[config.mk]
export PLATFORM = sky130hd
export DESIGN_NAME = heap_sorter
export DESIGN_NICKNAME = d
export VERILOG_FILES = /design/src/hw/rtl/hs_pkg.sv /design/src/hw/rtl/hs_ram.sv /design/src/hw/rtl/hs_seq.sv /design/src/hw/rtl/hs_dp.sv /design/src/hw/rtl/heap_sorter.sv
export SDC_FILE = /design/constraint.sdc
export NUM_CORES = 2
export LEC_CHECK = 0
export BUFFER_PORTS_ARGS = -buffer_cell sky130_fd_sc_hd__buf_2
export CAP_MARGIN = 20
export CORE_UTILIZATION = 45
export DETAILED_ROUTE_END_ITERATION = 6
export MAX_ROUTING_LAYER = met4
export PLACE_DENSITY = 0.57
export SLEW_MARGIN = 40
export SYNTH_ARGS = -nofsm -noshare
export SYNTH_HDL_FRONTEND = slang
export SYNTH_SLANG_ARGS = --single-unit
[constraint.sdc]
create_clock -name clk -period 6.2 [get_ports clk]
set_clock_uncertainty 0.1 [all_clocks]
set_input_delay 0.93 -clock clk [delete_from_list [all_inputs] [get_ports clk]]
set_output_delay 0.93 -clock clk [all_outputs]
set_load 0.005 [all_outputs]
[src/hw/rtl/hs_pkg.sv]
// Shared types, control-word layout and microprogram of the heap sorter.
`default_nettype none
package hs_pkg;

	localparam int DATA_W = 32;
	localparam int UPC_W  = 5;

	// Wait condition of a step: the step holds until its channel can move.
	typedef enum logic [1:0] {
		W_NONE,
		W_IN,
		W_OUT
	} wait_sel_t;

	// Jump conditions; when false the step counter advances by one.
	typedef enum logic [3:0] {
		JC_NEVER,
		JC_ALWAYS,
		JC_NOT_CLOSE,
		JC_SHORT,
		JC_I_ZERO,
		JC_KID_GE_LEN,
		JC_LESS,
		JC_EXTRACT,
		JC_NOT_LAST
	} jump_sel_t;

	typedef enum logic [2:0] {
		RD_NONE,
		RD_POS,
		RD_KID,
		RD_KID1,
		RD_ZERO,
		RD_I
	} rd_sel_t;

	typedef enum logic [2:0] {
		WR_NONE,
		WR_CNT_IN,
		WR_POS_MAX,
		WR_POS_HELD,
		WR_ZERO_RD,
		WR_I_HELD
	} wr_sel_t;

	typedef enum logic [2:0] {
		P_NONE,
		P_ROOT_BUILD,
		P_ROOT_EXT,
		P_KID_INIT,
		P_DESCEND
	} pos_op_t;

	typedef enum logic [2:0] {
		I_NONE,
		I_BUILD_INIT,
		I_EXT_INIT,
		I_DEC,
		I_ZERO,
		I_INC
	} idx_op_t;

	typedef enum logic [1:0] {
		C_NONE,
		C_INC,
		C_CLEAR
	} cnt_op_t;

	typedef struct packed {
		wait_sel_t        wait_sel;
		jump_sel_t        jump_sel;
		logic [UPC_W-1:0] target;
		rd_sel_t          rd_sel;
		wr_sel_t          wr_sel;
		logic             held_ld;
		logic             kv_ld;
		pos_op_t          pos_op;
		idx_op_t          idx_op;
		cnt_op_t          cnt_op;
		logic             out_ld;
	} hs_ctrl_t;

	// Datapath flags seen by the sequencer.
	typedef struct packed {
		logic in_valid;
		logic out_free;
		logic close;
		logic short_batch;
		logic i_zero;
		logic kid_ge_len;
		logic less;
		logic extract;
		logic not_last;
	} hs_stat_t;

	// Step addresses that are jump targets.
	localparam logic [UPC_W-1:0] ST_LOAD     = 5'd0;
	localparam logic [UPC_W-1:0] ST_BLOOP    = 5'd2;
	localparam logic [UPC_W-1:0] ST_EINIT    = 5'd4;
	localparam logic [UPC_W-1:0] ST_ELOOP    = 5'd5;
	localparam logic [UPC_W-1:0] ST_SIFT     = 5'd9;
	localparam logic [UPC_W-1:0] ST_SLEVEL   = 5'd11;
	localparam logic [UPC_W-1:0] ST_SEND     = 5'd14;
	localparam logic [UPC_W-1:0] ST_OUT_INIT = 5'd16;
	localparam logic [UPC_W-1:0] ST_OLOOP    = 5'd17;

	localparam hs_ctrl_t CTRL_NOP = '{
		wait_sel: W_NONE, jump_sel: JC_NEVER, target: ST_LOAD,
		rd_sel: RD_NONE, wr_sel: WR_NONE, held_ld: 1'b0, kv_ld: 1'b0,
		pos_op: P_NONE, idx_op: I_NONE, cnt_op: C_NONE, out_ld: 1'b0
	};

	// The microprogram: load, heapify, extract, then stream out.
	function automatic hs_ctrl_t rom_word(input logic [UPC_W-1:0] upc);
		hs_ctrl_t w;
		w = CTRL_NOP;
		case (upc)
			5'd0: begin
				w.wait_sel = W_IN;
				w.wr_sel   = WR_CNT_IN;
				w.cnt_op   = C_INC;
				w.jump_sel = JC_NOT_CLOSE;
				w.target   = ST_LOAD;
			end
			5'd1: begin
				w.idx_op   = I_BUILD_INIT;
				w.jump_sel = JC_SHORT;
				w.target   = ST_OUT_INIT;
			end
			5'd2: begin
				w.jump_sel = JC_I_ZERO;
				w.target   = ST_EINIT;
			end
			5'd3: begin
				w.pos_op   = P_ROOT_BUILD;
				w.idx_op   = I_DEC;
				w.jump_sel = JC_ALWAYS;
				w.target   = ST_SIFT;
			end
			5'd4: begin
				w.idx_op = I_EXT_INIT;
			end
			5'd5: begin
				w.rd_sel   = RD_ZERO;
				w.jump_sel = JC_I_ZERO;
				w.target   = ST_OUT_INIT;
			end
			5'd6: begin
				w.held_ld = 1'b1;
				w.rd_sel  = RD_I;
			end
			5'd7: begin
				w.wr_sel = WR_ZERO_RD;
			end
			5'd8: begin
				w.wr_sel   = WR_I_HELD;
				w.pos_op   = P_ROOT_EXT;
				w.idx_op   = I_DEC;
				w.jump_sel = JC_ALWAYS;
				w.target   = ST_SIFT;
			end
			5'd9: begin
				w.rd_sel = RD_POS;
			end
			5'd10: begin
				w.held_ld = 1'b1;
				w.pos_op  = P_KID_INIT;
			end
			5'd11: begin
				w.rd_sel   = RD_KID;
				w.jump_sel = JC_KID_GE_LEN;
				w.target   = ST_SEND;
			end
			5'd12: begin
				w.rd_sel = RD_KID1;
				w.kv_ld  = 1'b1;
			end
			5'd13: begin
				w.wr_sel   = WR_POS_MAX;
				w.pos_op   = P_DESCEND;
				w.jump_sel = JC_LESS;
				w.target   = ST_SLEVEL;
			end
			5'd14: begin
				w.wr_sel   = WR_POS_HELD;
				w.jump_sel = JC_EXTRACT;
				w.target   = ST_ELOOP;
			end
			5'd15: begin
				w.jump_sel = JC_ALWAYS;
				w.target   = ST_BLOOP;
			end
			5'd16: begin
				w.idx_op = I_ZERO;
			end
			5'd17: begin
				w.rd_sel = RD_I;
			end
			5'd18: begin
				w.wait_sel = W_OUT;
				w.out_ld   = 1'b1;
				w.idx_op   = I_INC;
				w.jump_sel = JC_NOT_LAST;
				w.target   = ST_OLOOP;
			end
			5'd19: begin
				w.cnt_op   = C_CLEAR;
				w.jump_sel = JC_ALWAYS;
				w.target   = ST_LOAD;
			end
			default: begin
				w.jump_sel = JC_ALWAYS;
				w.target   = ST_LOAD;
			end
		endcase
		return w;
	endfunction

endpackage
`default_nettype wire

[src/hw/rtl/hs_ram.sv]
// Generic single-write, single-read RAM with registered read data.
`default_nettype none
module hs_ram #(
	parameter int WIDTH = 32,
	parameter int DEPTH = 64
) (
	input  wire logic                     clk,
	input  wire logic                     wr_en,
	input  wire logic [$clog2(DEPTH)-1:0] wr_addr,
	input  wire logic [WIDTH-1:0]         wr_data,
	input  wire logic                     rd_en,
	input  wire logic [$clog2(DEPTH)-1:0] rd_addr,
	output logic      [WIDTH-1:0]         rd_data
);

	logic [WIDTH-1:0] mem_q [DEPTH];

	always_ff @(posedge clk) begin
		if (wr_en) begin
			mem_q[wr_addr] <= wr_data;
		end
		if (rd_en) begin
			rd_data <= mem_q[rd_addr];
		end
	end

endmodule
`default_nettype wire

[src/hw/rtl/hs_seq.sv]
// Microcode sequencer: step counter, control ROM and jump logic.
`default_nettype none
module hs_seq (
	input  wire logic         clk,
	input  wire logic         arst_n,
	input  wire hs_pkg::hs_stat_t stat,
	output hs_pkg::hs_ctrl_t  ctrl,
	output logic              go
);

	logic [hs_pkg::UPC_W-1:0] upc_q;
	logic                     take_jump;

	assign ctrl = hs_pkg::rom_word(upc_q);

	always_comb begin
		case (ctrl.wait_sel)
			hs_pkg::W_IN:  go = stat.in_valid;
			hs_pkg::W_OUT: go = stat.out_free;
			default:       go = 1'b1;
		endcase
	end

	always_comb begin
		case (ctrl.jump_sel)
			hs_pkg::JC_ALWAYS:     take_jump = 1'b1;
			hs_pkg::JC_NOT_CLOSE:  take_jump = !stat.close;
			hs_pkg::JC_SHORT:      take_jump = stat.short_batch;
			hs_pkg::JC_I_ZERO:     take_jump = stat.i_zero;
			hs_pkg::JC_KID_GE_LEN: take_jump = stat.kid_ge_len;
			hs_pkg::JC_LESS:       take_jump = stat.less;
			hs_pkg::JC_EXTRACT:    take_jump = stat.extract;
			hs_pkg::JC_NOT_LAST:   take_jump = stat.not_last;
			default:               take_jump = 1'b0;
		endcase
	end

	always_ff @(posedge clk or negedge arst_n) begin
		if (!arst_n) begin
			upc_q <= hs_pkg::ST_LOAD;
		end else if (go) begin
			if (take_jump) begin
				upc_q <= ctrl.target;
			end else begin
				upc_q <= upc_q + 1'b1;
			end
		end
	end

endmodule
`default_nettype wire

[src/hw/rtl/hs_dp.sv]
// Datapath of the heap sorter: value store, sift registers and output register.
`default_nettype none
module hs_dp #(
	parameter int MAX_ITEMS = 64
) (
	input  wire logic                            clk,
	input  wire logic                            arst_n,
	input  wire hs_pkg::hs_ctrl_t                ctrl,
	input  wire logic                            go,
	output hs_pkg::hs_stat_t                     stat,
	input  wire logic                            in_valid,
	input  wire logic signed [hs_pkg::DATA_W-1:0] sample_value,
	input  wire logic                            batch_end,
	output logic                                 out_valid,
	input  wire logic                            out_ready,
	output logic signed [hs_pkg::DATA_W-1:0]     sorted_value,
	output logic                                 final_flag
);

	localparam int AW = $clog2(MAX_ITEMS);
	localparam int CW = $clog2(MAX_ITEMS + 1);
	localparam int KW = CW + 1;

	logic [CW-1:0]             cnt_q;
	logic [CW-1:0]             i_q;
	logic [CW-1:0]             len_q;
	logic [AW-1:0]             pos_q;
	logic [KW-1:0]             kid_q;
	logic                      ext_q;
	logic [hs_pkg::DATA_W-1:0] held_q;
	logic [hs_pkg::DATA_W-1:0] kv_q;
	logic                      out_valid_q;
	logic [hs_pkg::DATA_W-1:0] out_value_q;
	logic                      out_final_q;

	logic                      wr_en;
	logic [AW-1:0]             wr_addr;
	logic [hs_pkg::DATA_W-1:0] wr_data;
	logic                      rd_en;
	logic [AW-1:0]             rd_addr;
	logic [hs_pkg::DATA_W-1:0] rd_data;

	logic [KW-1:0]             kid1;
	logic                      kid1_ok;
	logic                      pick;
	logic                      less;
	logic [KW-1:0]             kid_sel;
	logic [hs_pkg::DATA_W-1:0] max_val;

	hs_ram #(
		.WIDTH(hs_pkg::DATA_W),
		.DEPTH(MAX_ITEMS)
	) u_store (
		.clk    (clk),
		.wr_en  (wr_en),
		.wr_addr(wr_addr),
		.wr_data(wr_data),
		.rd_en  (rd_en),
		.rd_addr(rd_addr),
		.rd_data(rd_data)
	);

	// During a sift level, kv_q holds the left child and rd_data the right one.
	assign kid1    = kid_q + 1'b1;
	assign kid1_ok = kid1 < KW'(len_q);
	assign pick    = kid1_ok && ($signed(kv_q) < $signed(rd_data));
	assign kid_sel = pick ? kid1 : kid_q;
	assign max_val = pick ? rd_data : kv_q;
	assign less    = pick ? ($signed(held_q) < $signed(rd_data))
			: ($signed(held_q) < $signed(kv_q));

	always_comb begin
		rd_en = go;
		case (ctrl.rd_sel)
			hs_pkg::RD_POS:  rd_addr = pos_q;
			hs_pkg::RD_KID:  rd_addr = kid_q[AW-1:0];
			hs_pkg::RD_KID1: rd_addr = kid1[AW-1:0];
			hs_pkg::RD_I:    rd_addr = i_q[AW-1:0];
			hs_pkg::RD_ZERO: rd_addr = '0;
			default: begin
				rd_addr = '0;
				rd_en   = 1'b0;
			end
		endcase
	end

	always_comb begin
		wr_en = go;
		case (ctrl.wr_sel)
			hs_pkg::WR_CNT_IN: begin
				wr_addr = cnt_q[AW-1:0];
				wr_data = sample_value;
			end
			hs_pkg::WR_POS_MAX: begin
				wr_addr = pos_q;
				wr_data = max_val;
			end
			hs_pkg::WR_POS_HELD: begin
				wr_addr = pos_q;
				wr_data = held_q;
			end
			hs_pkg::WR_ZERO_RD: begin
				wr_addr = '0;
				wr_data = rd_data;
			end
			hs_pkg::WR_I_HELD: begin
				wr_addr = i_q[AW-1:0];
				wr_data = held_q;
			end
			default: begin
				wr_addr = '0;
				wr_data = held_q;
				wr_en   = 1'b0;
			end
		endcase
	end

	always_comb begin
		stat.in_valid    = in_valid;
		stat.out_free    = !out_valid_q || out_ready;
		stat.close       = batch_end || (cnt_q == CW'(MAX_ITEMS - 1));
		stat.short_batch = cnt_q < CW'(2);
		stat.i_zero      = i_q == '0;
		stat.kid_ge_len  = kid_q >= KW'(len_q);
		stat.less        = less;
		stat.extract     = ext_q;
		stat.not_last    = (i_q + 1'b1) != cnt_q;
	end

	always_ff @(posedge clk or negedge arst_n) begin
		if (!arst_n) begin
			cnt_q       <= '0;
			out_valid_q <= 1'b0;
		end else begin
			if (go) begin
				case (ctrl.cnt_op)
					hs_pkg::C_INC:   cnt_q <= cnt_q + 1'b1;
					hs_pkg::C_CLEAR: cnt_q <= '0;
					default:         cnt_q <= cnt_q;
				endcase
			end
			if (go && ctrl.out_ld) begin
				out_valid_q <= 1'b1;
			end else if (out_ready) begin
				out_valid_q <= 1'b0;
			end
		end
	end

	always_ff @(posedge clk) begin
		if (go) begin
			if (ctrl.held_ld) begin
				held_q <= rd_data;
			end
			if (ctrl.kv_ld) begin
				kv_q <= rd_data;
			end
			if (ctrl.out_ld) begin
				out_value_q <= rd_data;
				out_final_q <= (i_q + 1'b1) == cnt_q;
			end
			case (ctrl.pos_op)
				hs_pkg::P_ROOT_BUILD: begin
					pos_q <= AW'(i_q - 1'b1);
					len_q <= cnt_q;
					ext_q <= 1'b0;
				end
				hs_pkg::P_ROOT_EXT: begin
					pos_q <= '0;
					len_q <= i_q;
					ext_q <= 1'b1;
				end
				hs_pkg::P_KID_INIT: begin
					kid_q <= KW'({pos_q, 1'b1});
				end
				hs_pkg::P_DESCEND: begin
					if (less) begin
						pos_q <= kid_sel[AW-1:0];
						kid_q <= {kid_sel[KW-2:0], 1'b1};
					end
				end
				default: begin
					pos_q <= pos_q;
				end
			endcase
			case (ctrl.idx_op)
				hs_pkg::I_BUILD_INIT: i_q <= ((cnt_q - 1'b1) >> 1) + 1'b1;
				hs_pkg::I_EXT_INIT:   i_q <= cnt_q - 1'b1;
				hs_pkg::I_DEC:        i_q <= i_q - 1'b1;
				hs_pkg::I_ZERO:       i_q <= '0;
				hs_pkg::I_INC:        i_q <= i_q + 1'b1;
				default:              i_q <= i_q;
			endcase
		end
	end

	assign out_valid    = out_valid_q;
	assign sorted_value = out_value_q;
	assign final_flag   = out_final_q;

endmodule
`default_nettype wire

[src/hw/rtl/heap_sorter.sv]
// Top level of the heap sorter: microcode sequencer driving the sort datapath.
//
// Values arrive on the input channel (in_valid/in_ready, sample_value, batch_end),
// one per transaction, and are stored in arrival order. A batch closes on a
// transaction with batch_end set, or on the one that fills the MAX_ITEMS store.
// The block then heap-sorts the batch in place and streams it out in ascending
// order on the output channel (out_valid/out_ready, sorted_value, final_flag),
// with final_flag set on the last value of the batch.
// Loading accepts one transaction per cycle while in_valid is high. Sorting is
// bounded by the single read port of the store: each sift level reads both
// children in turn, then compares the larger one with the held value. Output
// reads each value from the store before loading it into the output
// register.
// No new input is taken while a batch is being sorted or emitted; the last
// result sits in the output register while loading of the next batch starts.
// A stalled receiver holds the sequencer at its output step without loss.
// Reset clears the loaded count and the output valid flag and returns the
// sequencer to the load step; the store itself is not cleared.
`default_nettype none
module heap_sorter #(
	parameter int MAX_ITEMS = 64
) (
	input  wire logic                             clk,
	input  wire logic                             arst_n,
	input  wire logic                             in_valid,
	output logic                                  in_ready,
	input  wire logic signed [hs_pkg::DATA_W-1:0] sample_value,
	input  wire logic                             batch_end,
	output logic                                  out_valid,
	input  wire logic                             out_ready,
	output logic signed [hs_pkg::DATA_W-1:0]      sorted_value,
	output logic                                  final_flag
);

	hs_pkg::hs_ctrl_t ctrl;
	hs_pkg::hs_stat_t stat;
	logic             go;

	hs_seq u_seq (
		.clk   (clk),
		.arst_n(arst_n),
		.stat  (stat),
		.ctrl  (ctrl),
		.go    (go)
	);

	hs_dp #(
		.MAX_ITEMS(MAX_ITEMS)
	) u_dp (
		.clk         (clk),
		.arst_n      (arst_n),
		.ctrl        (ctrl),
		.go          (go),
		.stat        (stat),
		.in_valid    (in_valid),
		.sample_value(sample_value),
		.batch_end   (batch_end),
		.out_valid   (out_valid),
		.out_ready   (out_ready),
		.sorted_value(sorted_value),
		.final_flag  (final_flag)
	);

	// Only the load step waits on the input channel.
	assign in_ready = ctrl.wait_sel == hs_pkg::W_IN;

endmodule
`default_nettype wire
# Word level (Yosys, flattened, before mapping)
# Memories as Yosys holds them, arrays and structs flattened. A register that Yosys moved wholly into a read port is not among the register bits.
# Index checks and enable logic that the tools add are counted.
dict set report totals {
  register_bits 139
  mem_bits_rw 2048
  input_bits 37
  out_inout_bits 35
  word_cells 142
  memories 1
}
# memory depth width read_ports rd_clocked_by_memory_dff wr line
set memory_table {}
lappend memory_table {u_dp.u_store.mem_q 64 32 1 1 1 hs_ram.sv:16} ;# logic [WIDTH-1:0] mem_q [DEPTH];
dict set report classes {
  addsub 7
  order_cmp 6
  n_eq_ne 54
  mux 33
  n_reduce_logical 29
}
# op count
set op_table {}
lappend op_table {{9-bit one-hot mux with 11 select lines} 1}
lappend op_table {{32-bit less-than comparator} 3}
lappend op_table {{32-bit one-hot mux with 3 select lines} 1}
lappend op_table {{3-bit one-hot mux with 5 select lines} 3}
lappend op_table {{5-bit by 4-bit == test with 1-bit output, second input constant} 8}
lappend op_table {{6-bit one-hot mux with 3 select lines} 2}
lappend op_table {{7-bit one-hot mux with 5 select lines} 1}
lappend op_table {{32-bit 2-to-1 mux} 1}
lappend op_table {{7-bit one-hot mux with 2 select lines} 2}
lappend op_table {{3-bit by 2-bit == test with 1-bit output, second input constant} 8}
lappend op_table {{6-bit one-hot mux with 4 select lines} 1}
lappend op_table {{3-bit == test, second input constant} 7}
lappend op_table {{5-bit by 3-bit == test with 1-bit output, second input constant} 4}
lappend op_table {{5-bit == test, second input constant} 4}
lappend op_table {{4-bit by 3-bit == test with 1-bit output, second input constant} 4}
lappend op_table {{8-bit one-hot mux with 2 select lines} 1}
lappend op_table {{7-bit by 1-bit adder with 7-bit output, second input constant} 2}
lappend op_table {{7-bit by 1-bit subtractor with 7-bit output, second input constant} 2}
lappend op_table {{3-bit by 1-bit == test with 1-bit output, second input constant} 4}
lappend op_table {{3-bit one-hot mux with 4 select lines} 1}
lappend op_table {{2-bit AND reduction} 6}
lappend op_table {{5-bit by 2-bit == test with 1-bit output, second input constant} 2}
lappend op_table {{1-bit 2-to-1 mux} 10}
lappend op_table {{5-bit OR reduction} 2}
lappend op_table {{other kinds (34)} 49}

# Longest topological paths before layout
dict set report depth {
  ltp_word 7
  depth_mapped 17
  ltp_nobuf 12
}

# Cells and area by module
# A second synthesis with hierarchy kept.
dict set report hier_totals {
  hier_cells 4451
  area_unflattened_um2 89490.8
}
# module n_inst cells_each area_each_um2 seq_area_each_um2
set modules_own_cells {}
lappend modules_own_cells {hs_ram 1 3324 78835.6 62459.9}
lappend modules_own_cells {hs_dp 1 987 9691.8 3953.8}
lappend modules_own_cells {hs_seq 1 139 949.7 125.1}
lappend modules_own_cells {heap_sorter 1 1 13.8 0.0}

# Worst setup path after synthesis
# OpenSTA, ideal clock, no wires.
dict set report synth_timing {
  kind {register to register}
  from {register u_dp.kid_q[2]}
  to {memory u_dp.u_store.mem_q[0][17] (data pin)}
  setup_time_ps 549
  arrival_ps 4506
  required_time_ps 5551
  setup_slack_ps 1046
  stages_incl_launch_ff 13
  path_buffers 1
  period_less_slack_ps 5154
  cell_sequence {edfxtp_1 > ha_1 > nand3_1 > xnor2_1 > ha_1 > o21a_1 > o21ai_0 > o21ai_0 > and4bb_1 > nor4_1 > clkbuf_1 > a222oi_1 > a21oi_1}
}
dict set report synth_via {
  elab_chain_len 5
}
# item line
set synth_lines {}
lappend synth_lines {{start: declaration} hs_dp.sv:28} ;# logic [KW-1:0] kid_q;
lappend synth_lines {{start signal: assignment} hs_dp.sv:174} ;# kid_q <= KW'({pos_q, 1'b1});
lappend synth_lines {{start signal: assignment} hs_dp.sv:179} ;# kid_q <= {kid_sel[KW-2:0], 1'b1};
lappend synth_lines {{8-bit by 1-bit adder with 8-bit output} hs_dp.sv:64} ;# assign kid1 = kid_q + 1'b1;
lappend synth_lines {{8-bit by 7-bit less-than comparator with 1-bit output} hs_dp.sv:65} ;# assign kid1_ok = kid1 < KW'(len_q);
lappend synth_lines {{1-bit logical AND} hs_dp.sv:66} ;# assign pick = kid1_ok && ($signed(kv_q) < $signed(rd_data));
lappend synth_lines {{32-bit 2-to-1 mux} hs_dp.sv:68} ;# assign max_val = pick ? rd_data : kv_q;
lappend synth_lines {{32-bit one-hot mux with 3 select lines} hs_dp.sv:89} ;# case (ctrl.wr_sel)
lappend synth_lines {{named net u_dp.u_store.wr_data[17]} hs_ram.sv:10} ;# input wire logic [WIDTH-1:0] wr_data,
lappend synth_lines {{end: declaration} hs_ram.sv:16}
# The timed path passes the listed nets, and every way through them passes these cells.

# Worst setup path after layout
dict set report layout_timing {
  from {register u_seq.upc_q[1] in the netlist's numbering}
  to {register u_dp.u_store.rd_data[6], read port of u_dp.u_store.mem_q (data pin)}
}
dict set report layout_via {
  elab_chain_len 6
  elab_cells_between_ends 22
  cone_classes {eq/ne: 14; mux: 5; reduce/logical: 3}
}
# item line
set layout_lines {}
lappend layout_lines {{start: declaration} hs_seq.sv:11} ;# logic [hs_pkg::UPC_W-1:0] upc_q;
lappend layout_lines {{start signal: assignment} hs_seq.sv:40} ;# upc_q <= hs_pkg::ST_LOAD;
lappend layout_lines {{start signal: assignment} hs_seq.sv:43} ;# upc_q <= ctrl.target;
lappend layout_lines {{start signal: assignment} hs_seq.sv:45} ;# upc_q <= upc_q + 1'b1;
lappend layout_lines {{5-bit by 3-bit == test with 1-bit output or 5-bit == test (tied branches)} hs_pkg.sv:117} ;# case (upc)
lappend layout_lines {{2-bit OR reduction (no source line)} -}
lappend layout_lines {{3-bit one-hot mux with 5 select lines} hs_pkg.sv:117}
lappend layout_lines {{3-bit == test, or another cell as far along} hs_dp.sv:74} ;# case (ctrl.rd_sel)
lappend layout_lines {{5-bit OR reduction (no source line)} -}
lappend layout_lines {{1-bit 2-to-1 mux} hs_dp.sv:74}
lappend layout_lines {{end: declaration} hs_ram.sv:13} ;# output logic [WIDTH-1:0] rd_data
# Several ways; a longest one is shown, not always the timed one.
# A chain may end at the register's enable or synchronous reset.

==> reports/metrics.yaml <==
netlist_instances: 6990
synth_edf_count: 2205
worst_r2r_endpoint: "u_dp.u_store.rd_data[6]"
grtUsageTotal_pct: 29.9
grt_pass1_wl_um: 430000
postCtsSetupRepairBufs: 0
grt_pass1_vias: 57700
synthTopCellsByCount: "2205 x edfxtp_1, 1907 x nand2_1, 688 x nand3_1, 252 x a311oi_1, 230 x buf_2"
vias: 62000
utilization_pct: 52.2
critPathMaxFanout: 37
ios: 72
die_h_um: 455
status: "finished with violations"
yosys_register_bits: 2218
ir_drop_mv: 0.470
root_buffer: "clkbuf_16"
synth_top_area_share_pct: 71.8
p_leak_nw: 36.3
floorplan.die.width_um: 455
synth_top_area_cell: "edfxtp_1"
crit_path_max_incr_delay_ns: 0.85
clk_pin_slew_worst_paths_ns: 0.06
avgSynthCellArea_um2: 13.2
whs_ns: 0.231
synthAdderAreaFrac_pct: 1.57
crit_type: "flop to flop"
min_period_over_period_pct: 92.5
ys_seq_area_share_pct: 72.2
cap_violations: 0
overflow: 0
required_ns: 6.79
cp.arrival_ns: 6.33
avgRoutedWirePerCell_um: 30.2
ys_types: 87
hold_class: "input pin to flop"
place.gp.congestion: 0.915
yosys.cell_count.top_type: "edfxtp_1"
routed_wl_um: 303000
yosys.area_share.simple_pct: 14.7
final_nets: 7332
antenna_found_initial: 13
synth_area_um2: 92200
fin_cells: 10000
start_kind: "flop"
setup.worst_path.start: "u_seq.upc_q[1]"
dp_hpwl_um: 178000
synthXorXnorAreaFrac_pct: 0.373
synth_compound_area_share_pct: 7.49
cts_tree: "yes"
postSynthNetCount: 7143
clock_latency_ns: 0.88
ys.flop_type: "edfxtp_1"
drcViolationCount: 4
worstHoldPathCells: 3
cts_buffers: 226
setup_tns_ns: 0
drt_first_pass_iters: 7
hold_viol_final: 0
crit_slowest_cell: "a2111oi_4"
failed_checks: "design-rule violations"
dp_cells: 9618
p_per_area_nw_per_um2: 535
die-area_um2: 207000
row_count: 165
crit_chain: "inv_1, ha_1, and3b_1, o211ai_1, and2_4, buf_12, buf_4, nand2_1, a311oi_1, a31oi_1, a2111oi_4, o2111ai_1, a221oi_2"
end_kind: "flop"
cp.buffers_inverters: 3
coreArea_um2: 203000
grt_max_degree: 88
worstHoldEndpoint: "u_dp.cnt_q[0]"
rsz0062_at_grt: "no"
min_from: "in_valid"
cts_buffer_depth: 3
path_delay_family: "compound AO/OA/AOI/OAI gates"
drt-initial-drc-count: 8351
synth_top_family_by_area: "simple AND/OR/NAND/NOR gates"
setup_viol: 0
synthMuxAreaShare_pct: 0.908
min_period_ns: 5.73
rr_worst_depth: 13
clock.fmax_ghz: 0.174
io_buffers: 71
yosys_warnings: 0
vias_per_cell: 6.17
final-max-slew-violation-count: 0
r2r_slack_ns: 0.47
tightest_slew_ns: 0.948
final_layout_size_suffix_gt1_share_pct: 12.9
async_reset_ff_share_pct: 0.586
power_w: 0.0566
area_delta_synth_final_pct: 14.8
slew_headroom_pct: 36.8
initial_core_util_pct: 45.4
rr_startpoint: "u_seq.upc_q[1]"
numClockSinks: 2218
synth_area_leaders: "edfxtp_1 72%, nand2_1 7.8%, nand3_1 3.7%, a311oi_1 2.4%, ha_1 1.6%"
antenna_left: 0
htreeDepth: 4
==> where the power goes <==
| group | internal [W] | switching, W |
|---|---|---|
| combinational | 0.00595 | 0.0156 |
| sequential | 0.0211 | 0.000710 |
| clock | 0.00743 | 0.00587 |
| total | 0.0345 | 0.0222 |
==> logic make-up (layout without fill, tap and decap cells) <==
family | after synthesis | count (layout)
compound gates | 898 | 898
other cells | 0 | 8
flops | 2218 | 2218
fa+ha+maj | 116 | 116
buf+inv | 552 | 924
simple gates | 3126 | 3126
mux | 44 | 44
xor+xnor | 36 | 36
==> worst max-delay path by stage <==
stage,cells past startpoint,slack [ns],end
2_1_floorplan,12,1.05,u_dp.u_store.mem_q[0][17]
3_3_place_gp,11,0.02,u_dp.u_store.rd_data[6]
3_5_place_dp,13,0.66,u_dp.u_store.rd_data[6]
4_1_cts,13,0.64,u_dp.u_store.rd_data[6]
5_1_grt,13,0.38,u_dp.u_store.rd_data[6]
6_report,13,0.47,u_dp.u_store.rd_data[6]
==> metal layers <==
layer | vias up | part of all wire [%] | global-route usage [%]
met4 | 0 | 3.6 | 10.1
met3 | 513 | 9.9 | 5.30
met2 | 3392 | 46 | 44.9
met1 | 31400 | 41 | 41.2
met5 | - | 0 | -
li1 | 26700 | - | -
==> flip-flops by register name, summed over array words and instances (netlist names) <==
register / flops
u_dp.sorted_value: 32
u_dp.u_store.rd_data: 32
u_dp.held_q: 32
u_dp.kv_q: 32
u_dp.u_store.mem_q: 2048
u_seq.upc_q: 5
u_dp.out_valid: 1
u_dp.pos_q: 6
u_dp.cnt_q: 7
u_dp.ext_q: 1
u_dp.len_q: 7
u_dp.kid_q: 7
u_dp.final_flag: 1
u_dp.i_q: 7
==> stage by stage <==
stage | setup slack, ns | instance area [um2]
4_1_cts | 0.636 | 106000
2_1_floorplan | 1.05 | 92200
3_5_place_dp | 0.663 | 98600
5_1_grt | 0.380 | 106000
6_report | 0.465 | 106000
3_3_place_gp | 0.0167 | 98200
==> cell type report <==
cell class	instances	area (um2)
diodes	8	20.0
clock inverters	130	1190
multi-input cells	4220	24200
repair buffers	426	4310
fillers	16900	97100
clock buffers	281	5930
well taps	2672	3340
flip-flops and latches	2218	66500
inverters	87	327
==> what timing repair did <==
item,4_1_cts,5_1_grt
hold endpoints to repair,13,0
hold buffers,1,0
gates resized for setup,0,0
==> worst register-to-register path: cells and delay by family (launching register included) <==
kind                     cells  cell delay (ns)
buffers and inverters        3             0.67
AO/OA/AOI/OAI                6             3.04
flip-flops                   1             0.41
AND/OR/NAND/NOR              3             0.91
adder cells (fa/ha/maj)      1             0.43
==> placed cells by master, fill, tap and decap left out, types with 22 or more instances in the layout <==
master | synthesis | final
a211oi_1 | 93 | 92
a21oi_1 | 147 | 112
a21oi_4 | 0 | 34
a222oi_1 | 34 | 34
a311o_1 | 22 | 22
a311oi_1 | 252 | 248
a31oi_1 | 73 | 73
and3_1 | 204 | 204
buf_12 | 0 | 88
buf_2 | 230 | 71
buf_4 | 27 | 249
clkbuf_1 | 148 | 52
clkbuf_16 | 0 | 230
clkinv_1 | 0 | 53
clkinv_2 | 0 | 39
edfxtp_1 | 2205 | 2205
ha_1 | 116 | 116
inv_1 | 87 | 87
mux4_2 | 31 | 31
nand2_1 | 1907 | 1906
nand3_1 | 688 | 687
nand4_1 | 23 | 23
nor2_1 | 159 | 97
nor2_4 | 0 | 65
nor3_1 | 45 | 39
o211ai_1 | 24 | 24
o21ai_0 | 56 | 55
o22ai_1 | 32 | 30
No activity file was read; power rests on OpenSTA's default activity.
